**src/hw/rtl/spd_pkg.sv**
```systemverilog
// Package for the segment packet deframer: constants, status codes, payload types.
// No dependencies.
`timescale 1ns / 1ps
`default_nettype none

package spd_pkg;

    localparam int DGRAM_LIMIT        = 65536;
    localparam int CNT_W              = $clog2(DGRAM_LIMIT + 2);
    localparam int HDR_LEN            = 28;
    localparam int SEG_LEN            = 16;
    localparam int SEG_K_W            = $clog2(SEG_LEN);
    localparam int SEG_IDX_W          = CNT_W - SEG_K_W;
    localparam int EXPECT_W           = 32 + SEG_K_W + 1;

    localparam int FIFO_DEPTH = 4;
    localparam int PTR_W      = $clog2(FIFO_DEPTH);
    localparam int FCNT_W     = $clog2(FIFO_DEPTH + 1);

    localparam int CFG_IDX_W  = 1;
    localparam int CFG_DATA_W = 32;
    localparam logic [CFG_IDX_W-1:0] REG_MAGIC   = 1'b0;
    localparam logic [CFG_IDX_W-1:0] REG_VERSION = 1'b1;

    localparam logic KIND_SEGMENT = 1'b0;
    localparam logic KIND_STATUS  = 1'b1;

    typedef enum logic [3:0] {
        ST_OK         = 4'd0,
        ST_SHORT_HDR  = 4'd1,
        ST_MAGIC      = 4'd2,
        ST_VERSION    = 4'd3,
        ST_HDR_SIZE   = 4'd4,
        ST_ZERO_COUNT = 4'd5,
        ST_INDEX      = 4'd6,
        ST_SHORT_DATA = 4'd7,
        ST_TRAILING   = 4'd8,
        ST_OVERSIZE   = 4'd9
    } status_t;

    typedef struct packed {
        logic [7:0] data_byte;
        logic       last_byte;
    } spd_in_t;

    typedef struct packed {
        logic        kind;
        logic [31:0] x_start_bits;
        logic [31:0] y_start_bits;
        logic [31:0] x_end_bits;
        logic [31:0] y_end_bits;
        logic [63:0] seq_number;
        logic [31:0] packet_number;
        logic [31:0] packet_total;
        logic [31:0] segment_total;
        logic [3:0]  status;
    } spd_out_t;

endpackage

`default_nettype wire

```
**src/hw/rtl/segment_packet_deframer_top.sv**
```systemverilog
// Segment packet deframer top level: header capture, segment assembly, result queue.
// Depends on spd_pkg.
//
// Usage:
//   Input channel (in_valid / in_stall / in_item) carries one datagram byte per
//   transaction, last_byte set on the final byte. Output channel (out_valid /
//   out_stall / out_result) carries segment results (kind 0) and one status
//   result (kind 1) after each datagram. Drop a datagram's segments when its
//   status is not 0.
//   Each accepted byte is handled in the cycle it is accepted; its results are
//   written into a 4-entry result queue and shown on the output from its head.
//   Throughput is one byte per cycle while in_stall is low; a byte may give two
//   results (last segment plus status), which drain one per cycle if not stalled.
//   in_stall rises while the queue holds 3 or more results, so a stalled
//   receiver backs up into the input after at most 3 queued results.
//   Config (cfg_wr_en / cfg_index / cfg_wdata) writes magic word (index 0) and
//   expected version (index 1); write only while the block is idle.
//   Reset empties the queue, clears datagram state, sets magic 0, version 1.
`timescale 1ns / 1ps
`default_nettype none

module segment_packet_deframer_top (
    input  wire logic                         clk,
    input  wire logic                         rst_n,
    input  wire logic                         in_valid,
    output logic                              in_stall,
    input  wire spd_pkg::spd_in_t             in_item,
    output logic                              out_valid,
    input  wire logic                         out_stall,
    output spd_pkg::spd_out_t                 out_result,
    input  wire logic                         cfg_wr_en,
    input  wire logic [spd_pkg::CFG_IDX_W-1:0]  cfg_index,
    input  wire logic [spd_pkg::CFG_DATA_W-1:0] cfg_wdata
);

    import spd_pkg::*;

    logic [31:0]      magic_word_reg;
    logic [15:0]      exp_version_reg;

    logic [CNT_W-1:0] byte_cnt_reg,   byte_cnt_next;
    logic [31:0]      magic_seen_reg, magic_seen_next;
    logic [15:0]      version_reg,    version_next;
    logic [15:0]      hdr_size_reg,   hdr_size_next;
    logic [63:0]      sequence_reg,   sequence_next;
    logic [31:0]      index_reg,      index_next;
    logic [31:0]      count_reg,      count_next;
    logic [31:0]      declared_reg,   declared_next;

    logic [CNT_W-1:0] cnt_cap;
    logic [31:0]      magic_cap;
    logic [15:0]      version_cap;
    logic [15:0]      hdr_size_cap;
    logic [63:0]      sequence_cap;
    logic [31:0]      index_cap;
    logic [31:0]      count_cap;
    logic [31:0]      declared_cap;

    logic [7:0]       seg_buf_reg [SEG_LEN-1];

    spd_out_t         fifo_reg [FIFO_DEPTH];
    logic [PTR_W-1:0] wr_ptr_reg, wr_ptr_next;
    logic [PTR_W-1:0] rd_ptr_reg, rd_ptr_next;
    logic [FCNT_W-1:0] fcnt_reg,  fcnt_next;

    logic             accept;
    logic             pop;
    logic [CNT_W-1:0] pos;
    logic [CNT_W-1:0] body_off;
    logic [SEG_K_W-1:0]   seg_k;
    logic [SEG_IDX_W-1:0] seg_idx;
    logic             in_body;
    logic             hdr_ok;
    logic             seg_emit;
    logic [7:0]       b;
    status_t          status_val;
    logic [EXPECT_W-1:0] expect_len;
    logic [EXPECT_W-1:0] n_ext;
    spd_out_t         seg_res;
    spd_out_t         stat_res;
    spd_out_t         entry0;
    logic             push0;
    logic             push1;
    logic [1:0]       push_n;

    assign accept = in_valid && !in_stall;
    assign pop    = out_valid && !out_stall;
    assign b      = in_item.data_byte;
    assign pos    = byte_cnt_reg;

    // config registers
    always_ff @(posedge clk or negedge rst_n)
    begin
        if (!rst_n)
        begin
            magic_word_reg  <= '0;
            exp_version_reg <= 16'd1;
        end
        else if (cfg_wr_en)
        begin
            unique case (cfg_index)
                REG_MAGIC:   magic_word_reg  <= cfg_wdata;
                REG_VERSION: exp_version_reg <= cfg_wdata[15:0];
                default:     ;
            endcase
        end
    end

    // header capture
    always_comb
    begin
        cnt_cap      = byte_cnt_reg;
        magic_cap    = magic_seen_reg;
        version_cap  = version_reg;
        hdr_size_cap = hdr_size_reg;
        sequence_cap = sequence_reg;
        index_cap    = index_reg;
        count_cap    = count_reg;
        declared_cap = declared_reg;
        if (byte_cnt_reg <= CNT_W'(DGRAM_LIMIT))
        begin
            cnt_cap = byte_cnt_reg + CNT_W'(1);
        end
        if (pos < CNT_W'(4))
        begin
            magic_cap[{pos[1:0], 3'b000} +: 8] = b;
        end
        else if (pos < CNT_W'(6))
        begin
            version_cap[{pos[0], 3'b000} +: 8] = b;
        end
        else if (pos < CNT_W'(8))
        begin
            hdr_size_cap[{pos[0], 3'b000} +: 8] = b;
        end
        else if (pos < CNT_W'(16))
        begin
            sequence_cap[{pos[2:0], 3'b000} +: 8] = b;
        end
        else if (pos < CNT_W'(20))
        begin
            index_cap[{pos[1:0], 3'b000} +: 8] = b;
        end
        else if (pos < CNT_W'(24))
        begin
            count_cap[{pos[1:0], 3'b000} +: 8] = b;
        end
        else if (pos < CNT_W'(HDR_LEN))
        begin
            declared_cap[{pos[1:0], 3'b000} +: 8] = b;
        end
    end

    // datagram state update; cleared after the final byte
    always_comb
    begin
        byte_cnt_next   = byte_cnt_reg;
        magic_seen_next = magic_seen_reg;
        version_next    = version_reg;
        hdr_size_next   = hdr_size_reg;
        sequence_next   = sequence_reg;
        index_next      = index_reg;
        count_next      = count_reg;
        declared_next   = declared_reg;
        if (accept)
        begin
            if (in_item.last_byte)
            begin
                byte_cnt_next   = '0;
                magic_seen_next = '0;
                version_next    = '0;
                hdr_size_next   = '0;
                sequence_next   = '0;
                index_next      = '0;
                count_next      = '0;
                declared_next   = '0;
            end
            else
            begin
                byte_cnt_next   = cnt_cap;
                magic_seen_next = magic_cap;
                version_next    = version_cap;
                hdr_size_next   = hdr_size_cap;
                sequence_next   = sequence_cap;
                index_next      = index_cap;
                count_next      = count_cap;
                declared_next   = declared_cap;
            end
        end
    end

    always_ff @(posedge clk or negedge rst_n)
    begin
        if (!rst_n)
        begin
            byte_cnt_reg   <= '0;
            magic_seen_reg <= '0;
            version_reg    <= '0;
            hdr_size_reg   <= '0;
            sequence_reg   <= '0;
            index_reg      <= '0;
            count_reg      <= '0;
            declared_reg   <= '0;
        end
        else
        begin
            byte_cnt_reg   <= byte_cnt_next;
            magic_seen_reg <= magic_seen_next;
            version_reg    <= version_next;
            hdr_size_reg   <= hdr_size_next;
            sequence_reg   <= sequence_next;
            index_reg      <= index_next;
            count_reg      <= count_next;
            declared_reg   <= declared_next;
        end
    end

    // segment assembly
    assign body_off = pos - CNT_W'(HDR_LEN);
    assign seg_k    = body_off[SEG_K_W-1:0];
    assign seg_idx  = body_off[CNT_W-1:SEG_K_W];
    assign in_body  = (pos >= CNT_W'(HDR_LEN)) && (pos < CNT_W'(DGRAM_LIMIT));
    assign hdr_ok   = (magic_seen_reg == magic_word_reg)
                   && (version_reg == exp_version_reg)
                   && (hdr_size_reg == 16'(HDR_LEN))
                   && (count_reg != '0)
                   && (index_reg < count_reg);
    assign seg_emit = in_body && (seg_k == SEG_K_W'(SEG_LEN - 1)) && hdr_ok
                   && (32'(seg_idx) < declared_reg);

    always_ff @(posedge clk)
    begin
        if (accept && in_body && (seg_k != SEG_K_W'(SEG_LEN - 1)))
        begin
            seg_buf_reg[seg_k] <= b;
        end
    end

    always_comb
    begin
        seg_res              = '0;
        seg_res.kind         = KIND_SEGMENT;
        seg_res.x_start_bits = {seg_buf_reg[3],  seg_buf_reg[2],  seg_buf_reg[1],  seg_buf_reg[0]};
        seg_res.y_start_bits = {seg_buf_reg[7],  seg_buf_reg[6],  seg_buf_reg[5],  seg_buf_reg[4]};
        seg_res.x_end_bits   = {seg_buf_reg[11], seg_buf_reg[10], seg_buf_reg[9],  seg_buf_reg[8]};
        seg_res.y_end_bits   = {b,               seg_buf_reg[14], seg_buf_reg[13], seg_buf_reg[12]};
    end

    // final status
    assign expect_len = EXPECT_W'(HDR_LEN) + {1'b0, declared_cap, {SEG_K_W{1'b0}}};
    assign n_ext      = EXPECT_W'(cnt_cap);

    always_comb
    begin
        if (cnt_cap < CNT_W'(HDR_LEN))
            status_val = ST_SHORT_HDR;
        else if (magic_cap != magic_word_reg)
            status_val = ST_MAGIC;
        else if (version_cap != exp_version_reg)
            status_val = ST_VERSION;
        else if (hdr_size_cap != 16'(HDR_LEN))
            status_val = ST_HDR_SIZE;
        else if (count_cap == '0)
            status_val = ST_ZERO_COUNT;
        else if (index_cap >= count_cap)
            status_val = ST_INDEX;
        else if (cnt_cap > CNT_W'(DGRAM_LIMIT))
            status_val = ST_OVERSIZE;
        else if (n_ext < expect_len)
            status_val = ST_SHORT_DATA;
        else if (n_ext > expect_len)
            status_val = ST_TRAILING;
        else
            status_val = ST_OK;
    end

    always_comb
    begin
        stat_res        = '0;
        stat_res.kind   = KIND_STATUS;
        stat_res.status = status_val;
        if (status_val != ST_SHORT_HDR)
        begin
            stat_res.seq_number    = sequence_cap;
            stat_res.packet_number = index_cap;
            stat_res.packet_total  = count_cap;
            stat_res.segment_total = declared_cap;
        end
    end

    // result queue
    assign push0  = accept && (seg_emit || in_item.last_byte);
    assign push1  = accept && seg_emit && in_item.last_byte;
    assign entry0 = seg_emit ? seg_res : stat_res;
    assign push_n = {1'b0, push0} + {1'b0, push1};

    always_ff @(posedge clk)
    begin
        if (push0)
        begin
            fifo_reg[wr_ptr_reg] <= entry0;
        end
        if (push1)
        begin
            fifo_reg[wr_ptr_reg + PTR_W'(1)] <= stat_res;
        end
    end

    always_comb
    begin
        wr_ptr_next = wr_ptr_reg + PTR_W'(push_n);
        rd_ptr_next = pop ? rd_ptr_reg + PTR_W'(1) : rd_ptr_reg;
        fcnt_next   = fcnt_reg + FCNT_W'(push_n) - FCNT_W'(pop);
    end

    always_ff @(posedge clk or negedge rst_n)
    begin
        if (!rst_n)
        begin
            wr_ptr_reg <= '0;
            rd_ptr_reg <= '0;
            fcnt_reg   <= '0;
        end
        else
        begin
            wr_ptr_reg <= wr_ptr_next;
            rd_ptr_reg <= rd_ptr_next;
            fcnt_reg   <= fcnt_next;
        end
    end

    assign out_valid  = (fcnt_reg != '0);
    assign out_result = fifo_reg[rd_ptr_reg];
    assign in_stall   = (fcnt_reg > FCNT_W'(FIFO_DEPTH - 2));

endmodule

`default_nettype wire

```
**config.mk**
```make
export PLATFORM = sky130hd
export DESIGN_NAME = segment_packet_deframer_top
export DESIGN_NICKNAME = d
export VERILOG_FILES = /design/src/hw/rtl/spd_pkg.sv /design/src/hw/rtl/segment_packet_deframer_top.sv
export SDC_FILE = /design/constraint.sdc
export NUM_CORES = 2
export LEC_CHECK = 0
export BUFFER_PORTS_ARGS = -buffer_cell sky130_fd_sc_hd__buf_4
export CAP_MARGIN = 20
export CORE_AREA = 8 8 428 430
export DETAILED_ROUTE_END_ITERATION = 12
export DIE_AREA = 0 0 436 438
export GPL_ROUTABILITY_DRIVEN = 0
export HOLD_SLACK_MARGIN = 0.05
export RECOVER_POWER = 100
export SYNTH_ARGS = -nofsm -noshare
export SYNTH_HDL_FRONTEND = slang
export SYNTH_SLANG_ARGS = --single-unit
export TNS_END_PERCENT = 10
```
**constraint.sdc**
```tcl
create_clock -name clk -period 8.85 [get_ports clk]
set_input_delay 0 -clock clk [delete_from_list [all_inputs] [get_ports clk]]
set_output_delay 0 -clock clk [all_outputs]
set_load 0.02 [all_outputs]
```
==> metrics.txt <==
status finished with violations; failing checks capacitance limit, slew limit; data arrival time of the worst path 8.27 ns; commonest non-fill, non-tap cells in the layout edfxtp_1 (776), nor2_1 (769), a22o_1 (558); most common cell after layout, fill and taps aside edfxtp_1; clock buffer depth 3; cts hold-fix bufs 90; Root Buffer clkbuf_16; Worst EP required 9.37 ns; post-route insts no fill 8,418; Final Net Count 6,056; WL/cell 26.68 microns; PostCTS Resize Cnt 0; Post-Synth XOR/XNOR Area 0.01424; Final Hold Violating Endpoints 0; Synth Area in Adders 0.01813; Synth top area share 0.3324; DRT iter0 DRCs 4,938; Placed Cells 7,998; total gr overflow 0; share of post-route cells with drive strength above 1 0.1287; Setup crit start kind input pin; Hold Crit Class in2reg; area delta synth->final 14.21%; clock-pin slew on the worst setup and hold paths 0.06 ns; crit end category register; Synth async-reset ratio 0.1864; register area share after synthesis 0.5855; DIE WIDTH 436 microns; TritonRoute pass-1 iters 8; max reg flops 1,172; VDD IR max 0.2178 mV; CTS HTree Levels 4; Synth Instances 5,668; WL final 224,600 microns; Setup Buffers After CTS 0; Ports 342; ratio of final minimum period to clock period 0.8749; Synth Area in Compound Gates 0.1282; Sum Neg Setup Slack 0 ns; initial antenna violation count 19; met3 usage 0.03974; mux contribution to synthesized area 0.1174; first-pass GRT wire length 330,600 microns; endpoints failing setup 0; pwr dens 279.8 nW/um^2; critical path class in2reg; Worst Tran Pin Value 4.559 ns; Post-Syn Nets 5,816; Core Footprint 176,900 sq um; post-synth top area cell edfxtp_1; met1 global-route usage 0.3032; FMAX 129.2 MHz; Synth Warn # 0; met2 Resource Use GR 0.3696; all-layer global routing usage 0.2257; top cells by area, synth edfxtp_1 (33%), dfxtp_1 (15%), dfrtp_1 (11%), mux4_2 (9.4%), a22o_1 (7.0%); CTS tree done; via-per-instance ratio 5.865; TritonCTS Buffers 171; syn avg cell area 12.37 sq um; post-synthesis cell area 70,100 sq um; vias 49,370; final-report max-slew violation count 1,531; Max-Cap Viols 36; ys flop type edfxtp_1; Fin Hold WS 0.08805 ns; count of cell types in the netlist 97; CP Max Fanout 38; setup ws final 1.107 ns; clk_skew 0.05568 ns; port bufs 341; crit path time final 7.743 ns; vias in the first global route 48,580; Residual DRC 0; Place WS 2.186 ns; Initial Utilization 0.3963; remaining antenna violation count after routing 0; # clock sinks 1,588; die area 191,000 sq um; number of synthesized flops with an enable pin 776; busiest grt layer met2; FF+latch count, synth 1,588; worst skew pair latency 0.84 ns; LEAKAGE 28.49 nW; row cnt 155; main combinational cell family by area after synthesis compound AO/OA/AOI/OAI gates; largest net degree at the start of global routing 155; RSZ-0062 raised after global routing no; max_slew headroom -2.039; simple-gate share of the synthesized area 0.1065; Die Ht 438 microns; Final HPWL DP 138,600 microns
synthesized netlist by cell type, types with 7 or more instances:
cell and instances:
nor3b_1 10, mux4_2 293, a21o_1 31, o21ai_0 264, o211ai_1 18, xor2_1 48
buf_1 68, mux2_2 94, nand4_1 46, nand2b_1 53, nor2_1 774, buf_2 52
nor3_1 54, or2_2 11, a21oi_1 82, and3_1 14, mux2i_1 53, and4_1 10
or3_1 12, xnor2_1 66, a22o_1 558, ha_1 100, clkbuf_1 308, and2_1 24
o2111ai_1 7, edfxtp_1 776, a31oi_1 12, a21boi_0 16, nand3_1 50, a22oi_1 101
o31a_1 12, nor2b_1 26, o22ai_1 55, nand3b_1 8, inv_1 91, nor4_1 38
dfrtp_1 295, dfxtp_1 516, nand2_1 492
cell type report:
cell class              instances  area [sq um]
multi-input cells            3551         26960
repair buffers                504          2924
clock inverters                87          1005
fillers                     16200         96810
inverters                      92         375.4
diodes                         11         27.53
clock buffers                 230          4777
flip-flops and latches       1588         41040
well taps                    2355          2947
kinds of logic after synthesis:
| kind of cell | count (synthesis) |
|---|---|
| AND/OR/NAND/NOR | 1675 |
| flip-flops | 1588 |
| AO/OA/AOI/OAI | 1218 |
| buffers and inverters | 529 |
| multiplexers | 443 |
| XOR/XNOR | 114 |
| adder cells (fa/ha/maj) | 101 |
path summary, 6_finish.rpt:
| check | startpoint | endpoint | slack [ns] | depth (start not counted) |
|---|---|---|---|---|
| setup / recovery | in_item[2] | fifo_reg[1][1]$_DFFE_PP_ | 1.11 | 20 |
| setup reg to reg | byte_cnt_reg[6]$_DFFE_PN0P_ | fifo_reg[0][68]$_DFFE_PP_ | 1.36 | 18 |
| hold reg to reg | fifo_reg[2][292]$_SDFFE_PP1P_ | fifo_reg[2][292]$_SDFFE_PP1P_ | 0.46 | 1 |
| min in group asynchronous | rst_n | byte_cnt_reg[10]$_DFFE_PN0P_ | 1.99 | 4 |
| max in group asynchronous | rst_n | rd_ptr_reg[1]$_DFFE_PN0P_ | 3.62 | 4 |
| hold / removal | cfg_wdata[0] | magic_word_reg[0]$_DFFE_PN0P_ | 0.09 | 3 |
routing by layer:
layer / share of wire / routed length [microns]
met4: 0.039 / 8816
met5: 0.00015 / 34
met3: 0.070 / 15750
met2: 0.48 / 107300
met1: 0.41 / 92670
stage by stage:
stage	util	power (mW)	instance area, sq um
finish	0.4526	22.40	80060
global route	0.4525	23.30	80040
CTS	0.4605	22.89	81440
detailed placement	0.4225	15.51	74730
global placement	0.4225	15.45	74730
floorplan	-	12.94	70100
critical path, stage by stage:
cell	delay, ns
dlygate4sd3_1	0.53
clkbuf_1	0.95
clkbuf_1	2.30
nand2_1	0.44
nor3_1	0.43
nand2_1	0.12
mux2_1	0.43
nor3_1	0.22
xnor2_1	0.15
o21ai_0	0.11
ha_1	0.32
and4_1	0.20
nand2_1	0.08
o21a_1	0.18
o21ai_0	0.09
o2111ai_1	0.19
or4b_4	0.58
nor3_1	0.34
o311ai_0	0.31
nor3b_1	0.25
power by group:
part           total, mW  leakage, nW  internal [mW]  switching, mW
registers           8.74         15.1           8.25          0.489
clock network       7.35         2.82           4.24           3.12
logic               6.30         10.5           2.20           4.11
total               22.4         28.5           14.7           7.71
Note: power is estimated with default switching activity, not from simulation.
